$ cat config.mk
export PLATFORM = sky130hd
export DESIGN_NAME = rbsa_cell
export DESIGN_NICKNAME = d
export VERILOG_FILES = /design/src/design/rbsa_pkg.sv /design/src/design/rbsa_cell.sv
export SDC_FILE = /design/constraint.sdc
export NUM_CORES = 1
export LEC_CHECK = 0
export ABC_AREA = 1
export ABC_CLOCK_PERIOD_IN_PS = 3100
export CORE_UTILIZATION = 50
export DETAILED_ROUTE_END_ITERATION = 7
export DONT_BUFFER_PORTS = 1
export SLEW_MARGIN = 20
export SYNTH_ARGS = -nofsm -noshare
export SYNTH_HDL_FRONTEND = slang
export SYNTH_SLANG_ARGS = --single-unit
$ cat constraint.sdc
create_clock -name aclk -period 3.1 [get_ports aclk]
set_clock_uncertainty 0.15 [all_clocks]
set_input_delay 0.62 -clock aclk [delete_from_list [all_inputs] [get_ports aclk]]
set_output_delay 0.62 -clock aclk [all_outputs]
set_load 0.01 [all_outputs]
$ cat src/design/rbsa_pkg.sv
package rbsa_pkg;

    localparam int MAX_DEVICES = 64;
    localparam int IDX_W = $clog2(MAX_DEVICES);
    localparam int CNT_W = $clog2(MAX_DEVICES + 1);
    localparam int PWR_W = 13;

    // Configuration register indexes.
    localparam logic [2:0] REG_MODE    = 3'd0;
    localparam logic [2:0] REG_PERCENT = 3'd7;

    // Allocation modes.
    localparam logic [3:0] MODE_SF7      = 4'd1;
    localparam logic [3:0] MODE_SF12     = 4'd2;
    localparam logic [3:0] MODE_SIXTHS   = 4'd3;
    localparam logic [3:0] MODE_CAP      = 4'd4;
    localparam logic [3:0] MODE_COV      = 4'd5;
    localparam logic [3:0] MODE_RATE     = 4'd6;
    localparam logic [3:0] MODE_CAP_GATE = 4'd7;
    localparam logic [3:0] MODE_COV_GATE = 4'd8;
    localparam logic [3:0] MODE_REALLOC  = 4'd10;

    // One entry travelling along the sorting chain.
    typedef struct packed {
        logic                    valid;
        logic signed [PWR_W-1:0] power;
        logic [IDX_W-1:0]        index;
    } entry_t;

    // Strict ordering: stronger power first, equal power lower index first.
    function automatic logic ahead_of(input entry_t a, input entry_t b);
        if (!b.valid) begin
            return a.valid;
        end
        if (!a.valid) begin
            return 1'b0;
        end
        return (a.power > b.power) || (a.power == b.power && a.index < b.index);
    endfunction

endpackage

$ cat src/design/rbsa_cell.sv
module rbsa_cell
    import rbsa_pkg::*;
(
    input  logic   aclk,
    input  logic   aresetn,
    input  logic   insert,
    input  logic   shift,
    input  logic   clear,
    input  entry_t new_entry,
    input  entry_t prev_held,
    input  logic   prev_displaced,
    input  entry_t next_held,
    output entry_t held,
    output logic   displaced
);

    entry_t held_reg;
    entry_t held_next;

    // This cell's entry moves down when the new entry ranks ahead of it.
    assign displaced = ahead_of(new_entry, held_reg);
    assign held      = held_reg;

    // Clearing empties the cell, insertion keeps the chain sorted and shifting moves it toward the head.
    always_comb begin
        held_next = held_reg;
        if (clear) begin
            held_next = '0;
        end else if (shift) begin
            held_next = next_held;
        end else if (insert && displaced) begin
            held_next = prev_displaced ? prev_held : new_entry;
        end
    end

    always_ff @(posedge aclk) begin
        if (!aresetn) begin
            held_reg <= '0;
        end else begin
            held_reg <= held_next;
        end
    end

endmodule

## Word level (Yosys, flattened, before mapping)

Index checks and enable logic that the tools add are counted.

- Output and inout bits: 21
- Flip-flop bits (word level): 20
- Bits of input ports: 66

- Equal/unequal tests: 1
- Muxes and demuxes: 9
- Reductions and logical operators: 5
- Magnitude comparators: 2
- Bitwise operators: 1

Operators with widths:

| cell | number |
|---|---|
| $mux 20 | 3 |
| $eq 13x13->1 | 1 |
| $gt 13x13->1 | 1 |
| $lt 6x6->1 | 1 |
| $mux 1 | 6 |
| $logic_and 1x1->1 | 2 |
| $reduce_bool 2->1 | 1 |
| $reduce_or 2->1 | 1 |
| $logic_or 1x1->1 | 1 |
| $not 1->1 | 1 |

## Logic depth before layout (Yosys ltp)

- Depth in word-level cells: 8
- Depth in mapped cells: 16
- Mapped depth without buffers: 15

## Worst setup path before layout

Ideal clock, no wire load.

- Kind: input-to-output
- Start: input new_entry[18] in the netlist's numbering
- End: output displaced
- Setup slack: 0.581 ns
- Cell stages on the path: 9
- Data required time: 2.330 ns
- Arrival time: 1.749 ns
- Path buffers: 0
- Cells stage by stage: ha_1 nand2_1 nor2_2 inv_2 nor2_2 nand3_1 nor2_1 a21oi_1 a21oi_1

- Word-level cells in the longest chain between the ends: 5
- Elaborated cells on any way between the ends: 6

RTL lines:

| what | line | RTL |
|---|---|---|
| start: declaration | rbsa_cell.sv:9 | `input entry_t new_entry,` |
| branches (longest 2 deep; another with $gt 13x13->1) | n/a |  |
| $logic_or 1x1->1 * | rbsa_pkg.sv:38 | `return (a.power > b.power) \|\| (a.power == b.power && a.index < b.index);` |
| $mux 1 * | rbsa_pkg.sv:38 |  |
| $mux 1 * | rbsa_pkg.sv:35 | `if (!a.valid) begin` |
| end: declaration | rbsa_cell.sv:14 | `output logic displaced` |

Every way passes the cells marked *.

## Worst setup path after layout

- Start: register held_reg, in the netlist held[18]
- End: output displaced

- Word-level cells in the longest chain between the ends: 5
- Elaborated cells on any way between the ends: 6

RTL lines:

| what | line | RTL |
|---|---|---|
| start: declaration | rbsa_cell.sv:17 | `entry_t held_reg;` |
| start signal: assignment | rbsa_cell.sv:40 | `held_reg <= held_next;` |
| branches (longest 2 deep; another with $gt 13x13->1) | n/a |  |
| $logic_or 1x1->1 * | rbsa_pkg.sv:38 |  |
| $mux 1 * | rbsa_pkg.sv:38 |  |
| $mux 1 * | rbsa_pkg.sv:35 |  |

Marked as above.

==> impl_metrics.env <==
export IMPL_outcome="completed"
export IMPL_grt_max_degree=42
export IMPL_synth_ff_latch_count=20
export IMPL_synth_top_area_cell="sky130_fd_sc_hd__dfxtp_1"
export IMPL_grt_setup_unrepaired="no"
export IMPL_placement_rows=21
export IMPL_grt_antenna_before_repair=0
export IMPL_critPathMaxStageDelay_ps=430
export IMPL_die_area_mm2=0.003886
export IMPL_whs_path_depth=2
export IMPL_final_min_period_over_clock_period=0.9315
export IMPL_setup_viol=0
export IMPL_ant_nets=0
export IMPL_vdd_drop_max_v=0.0001493
export IMPL_finalCriticalPeriod_ps=2888
export IMPL_crit_buf_inv=2
export IMPL_layout_overhead_on_the_synthesized_area_pct=2.406
export IMPL_vias=1655
export IMPL_die_height_um=62.34
export IMPL_cts_htree_levels=1
export IMPL_holdCritStartpoint="next_held[19]"
export IMPL_fraction_of_layout_cells_with_a_size_suffix_above_1=0.08178
export IMPL_crit_required_ps=2330
export IMPL_design_power_total_uw=618.9
export IMPL_power_leakage_nw=0.8887
export IMPL_ff2ff_path_depth=14
export IMPL_max_slew_margin=0.5743
export IMPL_yosys_cell_types_count=18
export IMPL_grt_pass1_wl_mm=6.658
export IMPL_synth_seq_area_share=0.2199
export IMPL_cts_post_setup_buffers_inserted=0
export IMPL_globalRouteTotalUtil=0.2127
export IMPL_ranking_of_synthesized_cells_by_area="sky130_fd_sc_hd__dfxtp_1, sky130_fd_sc_hd__nand2_1, sky130_fd_sc_hd__ha_1"
export IMPL_nets_finish=354
export IMPL_crit_reg2reg_launch="held[18]"
export IMPL_largest_register_ff_count=20
export IMPL_cts_root_buffer_cell="sky130_fd_sc_hd__clkbuf_4"
export IMPL_timing_final_max_slew_violations=0
export IMPL_portBuffers=0
export IMPL_clock_latency_ps=310
export IMPL_remaining_drc_errors=0
export IMPL_cts_repair_resize_count=0
export IMPL_syn_nets=363
export IMPL_rr_endpoint="held[2]"
export IMPL_critPathKind="register to primary output"
export IMPL_finalSetupTns_ps=0
export IMPL_totalWireLength_mm=4.005
export IMPL_chipWidth_um=62.34
export IMPL_end_point_of_the_most_critical_hold_path="held[19]"
export IMPL_cts_buffer_depth=2
export IMPL_vias_in_the_first_global_route=1511
export IMPL_fp_coreArea_mm2=0.003416
export IMPL_diode_count=0
export IMPL_cts_buffers_inserted=3
export IMPL_timing_reg2reg_setup_slack_ps=630
export IMPL_timing_worst_slew_pin_value_ps=636.2
export IMPL_clock_transition_at_path_regs_ps=130
export IMPL_cts_tree="yes"
export IMPL_crit_arrival_ps=2120
export IMPL_pwr_per_cell_area_mw_per_mm2=332.0
export IMPL_wire_per_inst_um=12.71
export IMPL_pin_count=87
export IMPL_critical_path_max_fanout=4
export IMPL_hpwl_mm=3.004
export IMPL_tritoncts_num_sinks=20
export IMPL_fillerInstances=363
export IMPL_vias_per_cell=5.254
export IMPL_crit_family="simple AND/OR/NAND/NOR gates"
export IMPL_yosysWarnings=0
export IMPL_globalRouteOverflowTotal=0
export IMPL_mean_cell_area_of_the_mapped_netlist_um2=6.525
export IMPL_min_delay_path_class="input pin to register"
export IMPL_placer_congestion_estimate=0.7430
export IMPL_cts_hold_repair_buffers=0
export IMPL_first_pass_iters=4
export IMPL_timing_max_cap_violations=0
export IMPL_max_freq_mhz=346.3
export IMPL_timing_critical_path_cells="inv_1 > ha_1 > nand2_1 > nor2_2 > inv_2 > nor2_2 > nand3_1 > nor2_1 > a21oi_1 > a21oi_1"
export IMPL_gate_count_of_the_mapped_netlist=279
export IMPL_initial_utilization=0.5330
export IMPL_netlist_area_mm2=0.001820
export IMPL_cp_start_kind="register"
export IMPL_drt_iter0_markers=64
export IMPL_critical_path_slowest_cell="sky130_fd_sc_hd__dfxtp_1"
export IMPL_setup_worst_path_end_class="primary output"
export IMPL_hold_violations=0
export IMPL_yosys_area_top_type_share=0.2199
[per-layer routing]
| layer | up-vias | share of wire | GRT usage | routed length, µm |
|---|---|---|---|---|
| met5 | - | 0 | 0 | 0 |
| met4 | 0 | 0.0055 | 0.06977 | 22 |
| met3 | 2 | 0.071 | 0.04596 | 286 |
| met2 | 54 | 0.45 | 0.3695 | 1807 |
| met1 | 713 | 0.47 | 0.2590 | 1888 |
| li1 | 886 | - | - | - |
[how the worst max path moves through the flow]
stage                             start        end  slack, ps  cells after the start
after floorplan           new_entry[18]  displaced        580                      9
after global placement    new_entry[18]  displaced        470                      9
after detailed placement  new_entry[18]  displaced        430                      9
after CTS                      held[18]  displaced        190                     10
after global routing           held[18]  displaced         50                     10
final                          held[18]  displaced        210                     10
[synthesized netlist by cell type]
master                     count
sky130_fd_sc_hd__nand2_1      66
sky130_fd_sc_hd__inv_1        35
sky130_fd_sc_hd__nand3_1      26
sky130_fd_sc_hd__nor2_1       23
sky130_fd_sc_hd__o21ai_0      21
sky130_fd_sc_hd__dfxtp_1      20
sky130_fd_sc_hd__mux2i_1      19
sky130_fd_sc_hd__a21oi_1      18
sky130_fd_sc_hd__ha_1         18
sky130_fd_sc_hd__a21oi_2      10
sky130_fd_sc_hd__clkbuf_1     10
sky130_fd_sc_hd__buf_2         5
sky130_fd_sc_hd__buf_6         2
sky130_fd_sc_hd__nor2_2        2
sky130_fd_sc_hd__a211o_1       1
sky130_fd_sc_hd__inv_2         1
sky130_fd_sc_hd__nand2_2       1
sky130_fd_sc_hd__nand3_2       1
[power breakdown]
group          switching [mW]  internal, mW
combinational          0.0955        0.0749
sequential             0.0154         0.271
clock                  0.0906        0.0717
total                   0.202         0.417
[per-stage QoR]
| stage | std cells | hold slack, ps | utilization | area [µm²] | worst slack, ps |
|---|---|---|---|---|---|
| 5_1_grt | 315 | 357.3 | 0.5458 | 1864 | 50.99 |
| 2_1_floorplan | 279 | 424.8 | - | 1821 | 581.0 |
| 4_1_cts | 315 | 356.3 | 0.5458 | 1864 | 186.7 |
| 6_report | 315 | 366.0 | 0.5458 | 1864 | 212.4 |
| 3_3_place_gp | 311 | 450.7 | 0.5352 | 1828 | 467.0 |
| 3_5_place_dp | 311 | 454.6 | 0.5352 | 1828 | 428.5 |
[cell families (layout without fill, tap and decap cells)]
kind of cell / after synthesis / count (layout) / share of synthesized area
muxes: 19 / 19 / 0.1045
adders and majority gates: 18 / 18 / 0.1237
DFF: 20 / 20 / 0.2199
AOI/OAI and AO/OA: 50 / 50 / 0.1601
buffers and inverters: 53 / 43 / 0.1210
and+or+nand+nor: 119 / 119 / 0.2708
[layout make-up]
type | instances | area [µm²] | share of cell area
well taps | 46 | 57.56 | 0.03087
repair buffers | 3 | 35.03 | 0.01879
flip-flops and latches | 20 | 400.4 | 0.2148
clock buffers | 4 | 36.28 | 0.01946
multi-input cells | 206 | 1200 | 0.6436
inverters | 36 | 135.1 | 0.07248
[worst reg2reg max path, delay by kind of cell, from the launching register on]
family	cells	cell delay, ps
fa+ha+maj	1	340
flops	1	430
compound gates	2	230
buf+inv	3	360
simple gates	8	870
[placed cells by master (no fill, tap or decap)]
cell type,Yosys,final
sky130_fd_sc_hd__clkbuf_4,0,3
sky130_fd_sc_hd__ha_1,18,18
sky130_fd_sc_hd__nand2_2,1,1
sky130_fd_sc_hd__nor2_2,2,2
sky130_fd_sc_hd__inv_2,1,1
sky130_fd_sc_hd__nand3_2,1,1
sky130_fd_sc_hd__nor2_1,23,23
sky130_fd_sc_hd__dfxtp_1,20,20
sky130_fd_sc_hd__a211o_1,1,1
sky130_fd_sc_hd__buf_12,0,1
sky130_fd_sc_hd__mux2i_1,19,19
sky130_fd_sc_hd__o21ai_0,21,21
sky130_fd_sc_hd__nand3_1,26,26
sky130_fd_sc_hd__buf_4,0,2
sky130_fd_sc_hd__a21oi_2,10,10
sky130_fd_sc_hd__a21oi_1,18,18
sky130_fd_sc_hd__nand2_1,66,66
sky130_fd_sc_hd__inv_1,35,35
sky130_fd_sc_hd__clkbuf_8,0,1
No activity file was read; power rests on OpenSTA's default activity.
