[src/design/rbsa_pkg.sv]
package rbsa_pkg;

    localparam int MAX_DEVICES = 64;
    localparam int IDX_W = $clog2(MAX_DEVICES);
    localparam int CNT_W = $clog2(MAX_DEVICES + 1);
    localparam int PWR_W = 13;

    // Configuration register indexes.
    localparam logic [2:0] REG_MODE    = 3'd0;
    localparam logic [2:0] REG_PERCENT = 3'd7;

    // Allocation modes.
    localparam logic [3:0] MODE_SF7      = 4'd1;
    localparam logic [3:0] MODE_SF12     = 4'd2;
    localparam logic [3:0] MODE_SIXTHS   = 4'd3;
    localparam logic [3:0] MODE_CAP      = 4'd4;
    localparam logic [3:0] MODE_COV      = 4'd5;
    localparam logic [3:0] MODE_RATE     = 4'd6;
    localparam logic [3:0] MODE_CAP_GATE = 4'd7;
    localparam logic [3:0] MODE_COV_GATE = 4'd8;
    localparam logic [3:0] MODE_REALLOC  = 4'd10;

    // One entry travelling along the sorting chain.
    typedef struct packed {
        logic                    valid;
        logic signed [PWR_W-1:0] power;
        logic [IDX_W-1:0]        index;
    } entry_t;

    // Strict ordering: stronger power first, equal power lower index first.
    function automatic logic ahead_of(input entry_t a, input entry_t b);
        if (!b.valid) begin
            return a.valid;
        end
        if (!a.valid) begin
            return 1'b0;
        end
        return (a.power > b.power) || (a.power == b.power && a.index < b.index);
    endfunction

endpackage

[src/design/rbsa_sf_calc.sv]
module rbsa_sf_calc
    import rbsa_pkg::*;
(
    input  logic [3:0]              alloc_mode,
    input  logic signed [PWR_W-1:0] sens [6],
    input  logic [6:0]              realloc_percent,
    input  logic signed [PWR_W-1:0] power,
    input  logic [IDX_W-1:0]        rank,
    input  logic [CNT_W-1:0]        count,
    output logic [2:0]              data_rate,
    output logic [3:0]              spreading_factor
);

    logic [CNT_W+4:0] r20;
    logic [CNT_W+4:0] cap_lim [5];
    logic [CNT_W+4:0] cov_lim [5];
    logic [CNT_W+2:0] r6;
    logic [CNT_W+2:0] six_lim [5];
    logic [IDX_W+6:0] r100;
    logic [CNT_W+6:0] pct_n;
    logic [3:0]       sf_cap, sf_cov, sf_capg, sf_covg, sf_six, sf_rate;
    logic [4:0]       gate;

    // Rate from thresholds; the strongest threshold passed wins.
    always_comb begin
        data_rate = 3'd0;
        for (int k = 5; k >= 0; k--) begin
            if (power > sens[k]) begin
                data_rate = 3'(5 - k);
            end
        end
    end

    // Exact rank fraction compares, done in integer multiples.
    always_comb begin
        r20 = (CNT_W+5)'(rank) * (CNT_W+5)'(20);
        r6  = (CNT_W+3)'(rank) * (CNT_W+3)'(6);
        cap_lim[0] = (CNT_W+5)'(count) * (CNT_W+5)'(12);
        cap_lim[1] = (CNT_W+5)'(count) * (CNT_W+5)'(16);
        cap_lim[2] = (CNT_W+5)'(count) * (CNT_W+5)'(17);
        cap_lim[3] = (CNT_W+5)'(count) * (CNT_W+5)'(18);
        cap_lim[4] = (CNT_W+5)'(count) * (CNT_W+5)'(19);
        cov_lim[0] = (CNT_W+5)'(count);
        cov_lim[1] = (CNT_W+5)'(count) * (CNT_W+5)'(2);
        cov_lim[2] = (CNT_W+5)'(count) * (CNT_W+5)'(3);
        cov_lim[3] = (CNT_W+5)'(count) * (CNT_W+5)'(4);
        cov_lim[4] = (CNT_W+5)'(count) * (CNT_W+5)'(8);
        // r < floor(k*n/6) is the same as 6r <= k*n - 6 when k*n >= 6.
        for (int k = 0; k < 5; k++) begin
            six_lim[k] = (CNT_W+3)'(count) * (CNT_W+3)'(k + 1);
            gate[k]    = power > sens[k];
        end
        r100  = (IDX_W+7)'(rank) * (IDX_W+7)'(100);
        pct_n = (CNT_W+7)'(realloc_percent) * (CNT_W+7)'(count);
        sf_cap = 4'd12;  sf_cov = 4'd12;  sf_capg = 4'd12;  sf_covg = 4'd12;
        sf_six = 4'd12;
        for (int k = 4; k >= 0; k--) begin
            if (r20 < cap_lim[k]) sf_cap = 4'(7 + k);
            if (r20 < cov_lim[k]) sf_cov = 4'(7 + k);
            if (r20 < cap_lim[k] && gate[k]) sf_capg = 4'(7 + k);
            if (r20 < cov_lim[k] && gate[k]) sf_covg = 4'(7 + k);
            if (six_lim[k] >= (CNT_W+3)'(6) && r6 + (CNT_W+3)'(6) <= six_lim[k]) begin
                sf_six = 4'(7 + k);
            end
        end
        sf_rate = 4'd12 - 4'(data_rate);
    end

    // Mode select.
    always_comb begin
        case (alloc_mode)
            MODE_SF7:      spreading_factor = 4'd7;
            MODE_SF12:     spreading_factor = 4'd12;
            MODE_SIXTHS:   spreading_factor = sf_six;
            MODE_CAP:      spreading_factor = sf_cap;
            MODE_COV:      spreading_factor = sf_cov;
            MODE_RATE:     spreading_factor = sf_rate;
            MODE_CAP_GATE: spreading_factor = sf_capg;
            MODE_COV_GATE: spreading_factor = sf_covg;
            MODE_REALLOC: begin
                if ((CNT_W+7)'(r100) < pct_n && sf_rate > 4'd7) begin
                    spreading_factor = sf_rate - 4'd1;
                end else begin
                    spreading_factor = sf_rate;
                end
            end
            default:       spreading_factor = 4'd0;
        endcase
    end

endmodule
[config.mk]
export PLATFORM = sky130hd
export DESIGN_NAME = rbsa_sf_calc
export DESIGN_NICKNAME = d
export VERILOG_FILES = /design/src/design/rbsa_pkg.sv /design/src/design/rbsa_sf_calc.sv
export SDC_FILE = /design/constraint.sdc
export NUM_CORES = 1
export LEC_CHECK = 0
export ABC_CLOCK_PERIOD_IN_PS = 18860
export BUFFER_PORTS_ARGS = -buffer_cell sky130_fd_sc_hd__buf_2
export CAP_MARGIN = 20
export CELL_PAD_IN_SITES_DETAIL_PLACEMENT = 1
export CELL_PAD_IN_SITES_GLOBAL_PLACEMENT = 2
export CORE_ASPECT_RATIO = 1.1
export CORE_UTILIZATION = 39
export DETAILED_ROUTE_END_ITERATION = 6
export GPL_TIMING_DRIVEN = 0
export PLACE_DENSITY = 0.92
export SETUP_SLACK_MARGIN = 0.1
export SYNTH_ARGS = -nofsm -noshare
export SYNTH_HDL_FRONTEND = slang
export SYNTH_SLANG_ARGS = --single-unit
export TNS_END_PERCENT = 20
[constraint.sdc]
create_clock -name vclk -period 18.86
set_input_delay 3.772 -clock vclk [all_inputs]
set_output_delay 3.772 -clock vclk [all_outputs]
set_load 0.05 [all_outputs]
==> Word level (Yosys, flattened, before mapping) <==
Index checks and enable logic that the tools add are counted.
{ "word_totals": {"ff_bits": 0, "latch_bits": 0, "ram_bits": 0, "rom_bits": 0, "in_bits": 115, "out_inout_bits": 7, "wordCells": 98, "mem_count": 0} }
{ "op_classes": {"addsub": 3, "multipliers": 11, "div": 0, "n_lt_le_gt_ge": 27, "n_eq_ne": 9, "shift": 0, "muxes": 32, "n_bitwise": 0, "n_reduce_logical": 16} }
{ "ops": {"columns": ["cell", "n"], "rows": [
  ["two-way mux 4 bit", 21],
  ["greater-than comparator 13 bit", 5],
  ["< comparator 11 x 12 -> 1 bit", 3],
  ["one-hot mux 4 bit (9 select lines)", 1],
  ["multiplier 7 x 2 -> 9 bit (second input constant)", 3],
  ["two-way mux 3 bit", 9],
  ["multiplier 7 x 5 -> 12 bit (second input constant)", 2],
  ["< comparator 11 bit", 2],
  ["< comparator 11 x 9 -> 1 bit", 2],
  ["<= comparator 10 x 9 -> 1 bit", 2],
  ["greater-or-equal comparator 9 x 3 -> 1 bit (second input constant)", 2],
  ["equality test 4 x 3 -> 1 bit (second input constant)", 4],
  ["logical AND 1 bit", 16],
  ["< comparator 13 x 14 -> 1 bit", 1],
  ["multiplier 7 x 7 -> 14 bit", 1],
  ["< comparator 11 x 10 -> 1 bit", 1],
  ["< comparator 11 x 7 -> 1 bit", 1],
  ["< comparator 11 x 8 -> 1 bit", 1],
  ["multiplier 6 x 5 -> 11 bit (second input constant)", 1],
  ["multiplier 7 x 4 -> 11 bit (second input constant)", 1],
  ["adder 9 x 3 -> 10 bit (second input constant)", 1],
  ["greater-or-equal comparator 10 x 3 -> 1 bit (second input constant)", 1],
  ["<= comparator 10 bit", 1],
  ["<= comparator 10 x 7 -> 1 bit", 1],
  ["other kinds (13)", 15]
]} }

==> Depth between registers and ports, before layout <==
Gate-level depths: netlist (run 1).
{ "logic_depth": {"depth_word": 11, "depth_mapped": 28, "mapped_depth_nobuf": 27} }

==> Worst setup path before layout (run 1) <==
Ideal clock, no wire load.
{ "synth_path": {"path_type": "input port to output port", "from": "input count[6]", "to": "output spreading_factor[0]", "arrival_ns": 9.426, "slack_ns": 5.662, "path_stages": 27, "n_path_buf": 1, "path_cell_list": "clkbuf_1 nand2_1 fa_1 fa_1 inv_1 fa_1 inv_1 fa_1 inv_1 ha_1 inv_1 a21oi_1 o21ai_0 a21oi_1 o21a_1 o21a_1 or2_2 ha_1 o21a_1 o211ai_1 nand2_1 o21ai_0 a31oi_1 nand2_1 or3_1 a21oi_1 or3_1"} }
{ "synth_via": {"elab_chain_cells": 9, "word_cells_on_any_way": 72, "cone_classes": "mul: 8; order compare: 21; mux: 27; reduce/logical: 16"} }
{ "synth_lines": {"columns": ["element", "line_no", "text"], "rows": [
  ["start, declared", "rbsa_sf_calc.sv:9", "input logic [CNT_W-1:0] count,"],
  ["multiplier 7 x 5 -> 12 bit / multiplier 7 x 3 -> 10 bit (equally long branches)", "rbsa_sf_calc.sv:42, rbsa_sf_calc.sv:50", null],
  ["< comparator 11 x 12 -> 1 bit (tied with other cells)", "rbsa_sf_calc.sv:58, rbsa_sf_calc.sv:60", null],
  ["logical AND 1 bit, on equally long branches", "rbsa_sf_calc.sv:60, rbsa_sf_calc.sv:62", null],
  ["two-way mux 3 bit, on equally long branches", "rbsa_sf_calc.sv:60, rbsa_sf_calc.sv:62", null],
  ["two-way mux 4 bit, on equally long branches (4 in series)", "rbsa_sf_calc.sv:60, rbsa_sf_calc.sv:62", null],
  ["one-hot mux 4 bit (9 select lines) (*)", "rbsa_sf_calc.sv:71", "case (alloc_mode)"],
  ["end, declared", "rbsa_sf_calc.sv:11", "output logic [3:0] spreading_factor"]
]} }
Every way passes the cells marked *; elsewhere a longest branch is shown, timed or not.

==> Worst setup path in the final report (run 1) <==
Ends and elaborated chain as after synthesis.

==> key figures, run 1 <==
Routing
  – Number of nets still failing antenna checks after routing: 0
  – Vias per cell: 5.60
  – Via Count: about 8600
  – Final routed DRC violation total: 0
  – Drt total wl: 27900 um
  – WL per Instance: 18.2 um
  – DRT Pass-1 Iters: 4
  – Initial DRC Count: 297

GRT
  – Via count of the first global-routing pass: 9144
  – Overall overflow remaining after global route: 0
  – Largest net degree at the start of global routing: 20
  – First-pass GRT wire length: between 40000 and 50000 um
  – Initial antenna violation count: 0
  – GRT Total Usage: 23.4%

Clocking
  – Number of buffers inserted for hold repair after clock tree synthesis: 0
  – PostCTS Resize Cnt: 0
  – Post-CTS setup buffer count: 0

Logic synthesis
  – Cells after synthesis: ~1100
  – Warnings from Yosys: 0
  – Number of distinct library cells after synthesis: 71
  – Mapped cell area: just over 0.009 mm2
  – Most common cell in the synthesized netlist: sky130_fd_sc_hd__ha_1
  – Avg Cell Area, Syn: 8.03 um2
  – Sequential share of the synthesized area: 0%
  – Top cell type's share of synthesized area: about two fifths
  – Post-synthesis net count: approximately 1600
  – Most used standard cells in the synthesized netlist: 295 x sky130_fd_sc_hd__ha_1, 159 x sky130_fd_sc_hd__inv_1, 78 x sky130_fd_sc_hd__a21oi_1, 61 x sky130_fd_sc_hd__nand2_1, 53 x sky130_fd_sc_hd__o21ai_0
  – Largest cells by area after synthesis: sky130_fd_sc_hd__ha_1 41%, sky130_fd_sc_hd__fa_1 9.1%, sky130_fd_sc_hd__inv_1 6.6%
  – Post-synth top area cell: sky130_fd_sc_hd__ha_1

Pwr
  – Register share of total power: 0%
  – Switching Share: roughly three fifths
  – Internal power of the cells: between 200 and 250 uW
  – Cell leakage power: 5.35 nW
  – Power Density: 51.6 mW/mm2
  – Clock network fraction of total power: 0%
  – Max VDD drop: 0.0336 mV
  – Switching Power: 300 uW
  – Portion of total power attributed to combinational logic: 100.0%

Critical path
  – Max FO, Critical Path: 10
  – Critical Path RT: approximately 15 ns
  – Arrival time of the worst setup path: 10.74 ns
  – Category of the worst setup path capture point: primary output
  – Delay of the slowest critical-path stage: 0.63 ns
  – Type of the worst setup path: in2out
  – Crit path launch type: input port
  – Slowest library cell on the worst path: sky130_fd_sc_hd__clkbuf_1

Die
  – IO Count: 122
  – Die Y-Extent: 162 um
  – Effective utilization at floorplan: around two fifths
  – Die area: 0.0238 mm2
  – Core outline area: 0.0229 mm2
  – Site row count: 58
  – Die Width: roughly 150 um

STA
  – Total negative slack: 0 ns
  – Top achievable clock speed: 68.9 MHz
  – Clock period minus final worst setup slack: 14.52 ns
  – Share of the cycle needed by the critical path after routing: 77.0%
  – Slew headroom: around 35%
  – RSZ-0062 raised after global routing: false
  – Least-Margin Pin Slew: 0.961 ns
  – Final count of pins violating max slew: 0
  – Final setup margin: between 4 and 5 ns
  – Number of failing setup endpoints in the final timing report: 0
  – Final count of hold timing violations: 0

Place
  – Post-Place Worst Slack: between 4 and 5 ns
  – Cell area reported after detailed placement: ~0.01 mm2
  – Total of buffers placed on input and output ports: 107
  – Final HPWL from detailed placement: 23600 um
  – Final RePlAce weighted congestion: between 0.8 and 0.9

Layout
  – Share of final-layout standard cells stronger than drive strength 1: between 10% and 20%
  – Number of sequential cells in the layout: 0
  – Layout-stage area growth over the synthesis result: 10.1%
  – Final layout net count: approximately 1700
  – Antenna diode count: 0
  – Sequential cell area: 0 um2
  – Post-layout instance area: roughly 0.010 mm2
  – Number of clock-tree buffers in the layout: 0

Flow run
  – Max Cap Violations: 0

Run status
  – Result of the run: finished clean

Min path
  – Worst min-delay path class: in2out
[cell families after synthesis]
family                   after synthesis  synth area share [%]
AO/OA/AOI/OAI                        280                  20.5
AND/OR/NAND/NOR                      290                  17.3
buffers and inverters                168                  6.96
XOR/XNOR                              51                  5.01
adder cells (fa/ha/maj)              336                  49.8
multiplexers                           4                 0.456
[placed cells by master (no fill, tap or decap), drive strengths merged, types with 4 or more instances in the layout]
cell / Yosys / routed
buf: 0 / 108
a21oi: 79 / 79
nand4: 23 / 23
o21ai: 55 / 55
nor2: 38 / 38
o21bai: 5 / 5
nor3b: 4 / 4
a21o: 34 / 34
nand3b: 5 / 5
xor2: 13 / 13
fa: 41 / 41
o2111ai: 6 / 6
a221oi: 4 / 4
clkbuf: 7 / 7
nand3: 24 / 24
nor3: 13 / 13
ha: 295 / 295
nand2b: 17 / 17
o22ai: 4 / 4
o211a: 4 / 4
nor2b: 28 / 28
a2111oi: 5 / 5
or3: 8 / 8
nor4: 5 / 5
xnor2: 38 / 38
and2: 39 / 39
and3: 10 / 10
a211oi: 18 / 18
o31ai: 4 / 4
o211ai: 8 / 8
o21a: 8 / 8
a211o: 7 / 7
a21boi: 4 / 4
a31oi: 10 / 10
inv: 161 / 161
nand2: 61 / 61
[stage by stage]
step                total power, mW  hold WS (ns)  util (%)  instances
floorplan                     0.373          8.11         -       1129
global placement              0.491          8.25      43.6       1536
detailed placement            0.513          8.23      43.6       1536
CTS                           0.518          8.24      43.6       1536
global route                  0.586          8.30      43.7       1537
finish                        0.515          8.22      43.7       1537
[metal layers]
metal	part of all wire, %	vias to the layer above	GRT usage (%)
met2	49	161	43.6
li1	-	4278	-
met4	2.9	0	6.28
met1	45	4125	28.8
met3	2.8	38	1.32
met5	0	-	0
[worst max-delay path: cells and delay by family]
kind,cells,cell delay (ns)
compound gates,10,1.59
fa+ha+maj,6,2.77
simple gates,6,1.26
buf+inv,7,1.35
[path summary, 6_finish.rpt]
kind | start | cells past startpoint | end
max | count[6] | 29 | spreading_factor[0]
min | alloc_mode[3] | 5 | spreading_factor[2]
[power groups by stage]
stage	Clock, mW	Combinational (mW)	Sequential [mW]
detailed placement	0	0.513	0
CTS	0	0.518	0
global route	0	0.586	0
floorplan	0	0.373	0
global placement	0	0.491	0
finish	0	0.515	0
[cell type report]
cell class | count | area (um2)
Buffer | 7 | 26.3
Multi-Input combinational cell | 961 | 8430
Fill cell | 2866 | 12900
Timing Repair Buffer | 108 | 543
Tap cell | 300 | 375
Inverter | 161 | 604
(Power assumes the default switching activity.)
==> run 2: changes to the inputs <==
ABC_CLOCK_PERIOD_IN_PS = 13200   (was 18860)
CORE_UTILIZATION = 33   (was 39)
PLACE_DENSITY = 0.83   (was 0.92)
clock period = 13.2 ns   (was 18.86 ns; I/O delays follow)
==> run 2 against run 1 <==
Compared with the run above:
- via count down 0.83%
- global-route usage down 3.8 points
- final area up 0.83%
- critical path type unchanged
- critical endpoint unchanged
- largest cell class unchanged
- largest power group unchanged
==> key figures, run 2 (same netlist as run 1, synthesis figures left out) <==
Critical path
  – Critical Path RT: 10.56 ns
  – Arrival time of the worst setup path: 9.50 ns
  – Category of the worst setup path capture point: primary output
  – Crit path launch type: input port
  – Slowest library cell on the worst path: sky130_fd_sc_hd__fa_1
  – Delay of the slowest critical-path stage: 0.56 ns
  – Type of the worst setup path: in2out
  – Max FO, Critical Path: 10

Routing
  – Via Count: 8531
  – Number of nets still failing antenna checks after routing: 0
  – DRT Pass-1 Iters: 4
  – Drt total wl: 27600 um
  – Vias per cell: between 5 and 6
  – Final routed DRC violation total: 0
  – WL per Instance: ~17 um
  – Initial DRC Count: 245

Flow run
  – Max Cap Violations: 0

STA
  – Number of failing setup endpoints in the final timing report: 0
  – Slew headroom: 36.6%
  – Share of the cycle needed by the critical path after routing: 92.0%
  – Final count of hold timing violations: 0
  – Hold slack: roughly 6.0 ns
  – Clock period minus final worst setup slack: 12.14 ns
  – Least-Margin Pin Slew: between 0.9 and 1 ns
  – Total negative slack: 0 ns
  – Final setup margin: 1.06 ns
  – Final count of pins violating max slew: 0
  – RSZ-0062 raised after global routing: false
  – Top achievable clock speed: 82.4 MHz

Layout
  – Layout Cells excl Fill: 1595
  – Share of final-layout standard cells stronger than drive strength 1: 10.1%
  – Leading cell types in the layout, fill and taps excluded: 295 x sky130_fd_sc_hd__ha_1, 159 x sky130_fd_sc_hd__inv_1, 107 x sky130_fd_sc_hd__buf_2
  – Leading cell type in the layout, fill and taps excluded: sky130_fd_sc_hd__ha_1
  – Number of sequential cells in the layout: 0
  – Final layout net count: approximately 1700
  – Number of clock-tree buffers in the layout: 0
  – Filler cell count: ~3400
  – Total area of multi-input combinational cells: approximately 0.0084 mm2
  – Sequential cell area: 0 um2
  – Layout-stage area growth over the synthesis result: 11.0%
  – Antenna diode count: 0

Pwr
  – Max VDD drop: 0.0697 mV
  – Overall power of the completed layout: 740 uW
  – Power Density: ~74 mW/mm2
  – Cell leakage power: around 5.4 nW

Die
  – Die Y-Extent: 176 um
  – Effective utilization at floorplan: 33.6%
  – Die Width: 160 um
  – Die area: roughly 0.028 mm2
  – Core outline area: 0.0270 mm2
  – Site row count: 63
  – IO Count: around 120

Place
  – Cell count after placement: 1595
  – Final HPWL from detailed placement: about 24000 um
  – Total of buffers placed on input and output ports: 107
  – Final RePlAce weighted congestion: 0.847
  – Post-Place Worst Slack: 1.01 ns

Min path
  – Worst min-delay path class: in2out
  – Hold-critical path depth: 5

Clocking
  – Number of buffers inserted for hold repair after clock tree synthesis: 0
  – PostCTS Resize Cnt: 0
  – Post-CTS setup buffer count: 0

GRT
  – GRT Total Usage: 19.6%
  – Overall overflow remaining after global route: 0
  – Largest net degree at the start of global routing: 20
  – Initial antenna violation count: 0
  – Via count of the first global-routing pass: a little over 9000
  – First-pass GRT wire length: ~45000 um

Run status
  – Result of the run: finished clean
==> run 2: report_power, final <==
part           internal [mW]  leakage, nW  switching, mW
combinational          0.310         5.35          0.430
sequential                 0            0              0
clock                      0            0              0
total                  0.310         5.35          0.430
==> run 2: metal layers <==
layer,GRT usage [%],vias up,wire (um)
met2,39.4,119,14600
met5,0,-,0
li1,-,4282,-
met4,3.93,0,572
met1,22.6,4106,11800
met3,0.708,24,579
==> run 2: final cells by class <==
type               count  share of cell area, %
plain buffers          7                  0.261
repair buffers       109                   5.51
inverters            161                   6.01
multi-input cells    961                   83.8
well taps            357                   4.44
==> run 2: final timing paths <==
path | from | end | slack (ns)
max | count[6] | spreading_factor[0] | 1.06
min | alloc_mode[3] | spreading_factor[2] | 5.97
==> run 2: worst max-delay path, delay by kind of cell <==
family	cells	cell delay [ns]
buf+inv	7	1.25
compound gates	10	1.60
fa+ha+maj	6	2.79
simple gates	6	1.23
==> run 2: per-stage QoR <==
stage | area (um2) | utilization (%)
floorplan | 9060 | -
global placement | 10000 | 37.3
detailed placement | 10100 | 37.3
CTS | 10100 | 37.3
global route | 10100 | 37.3
finish | 10100 | 37.3
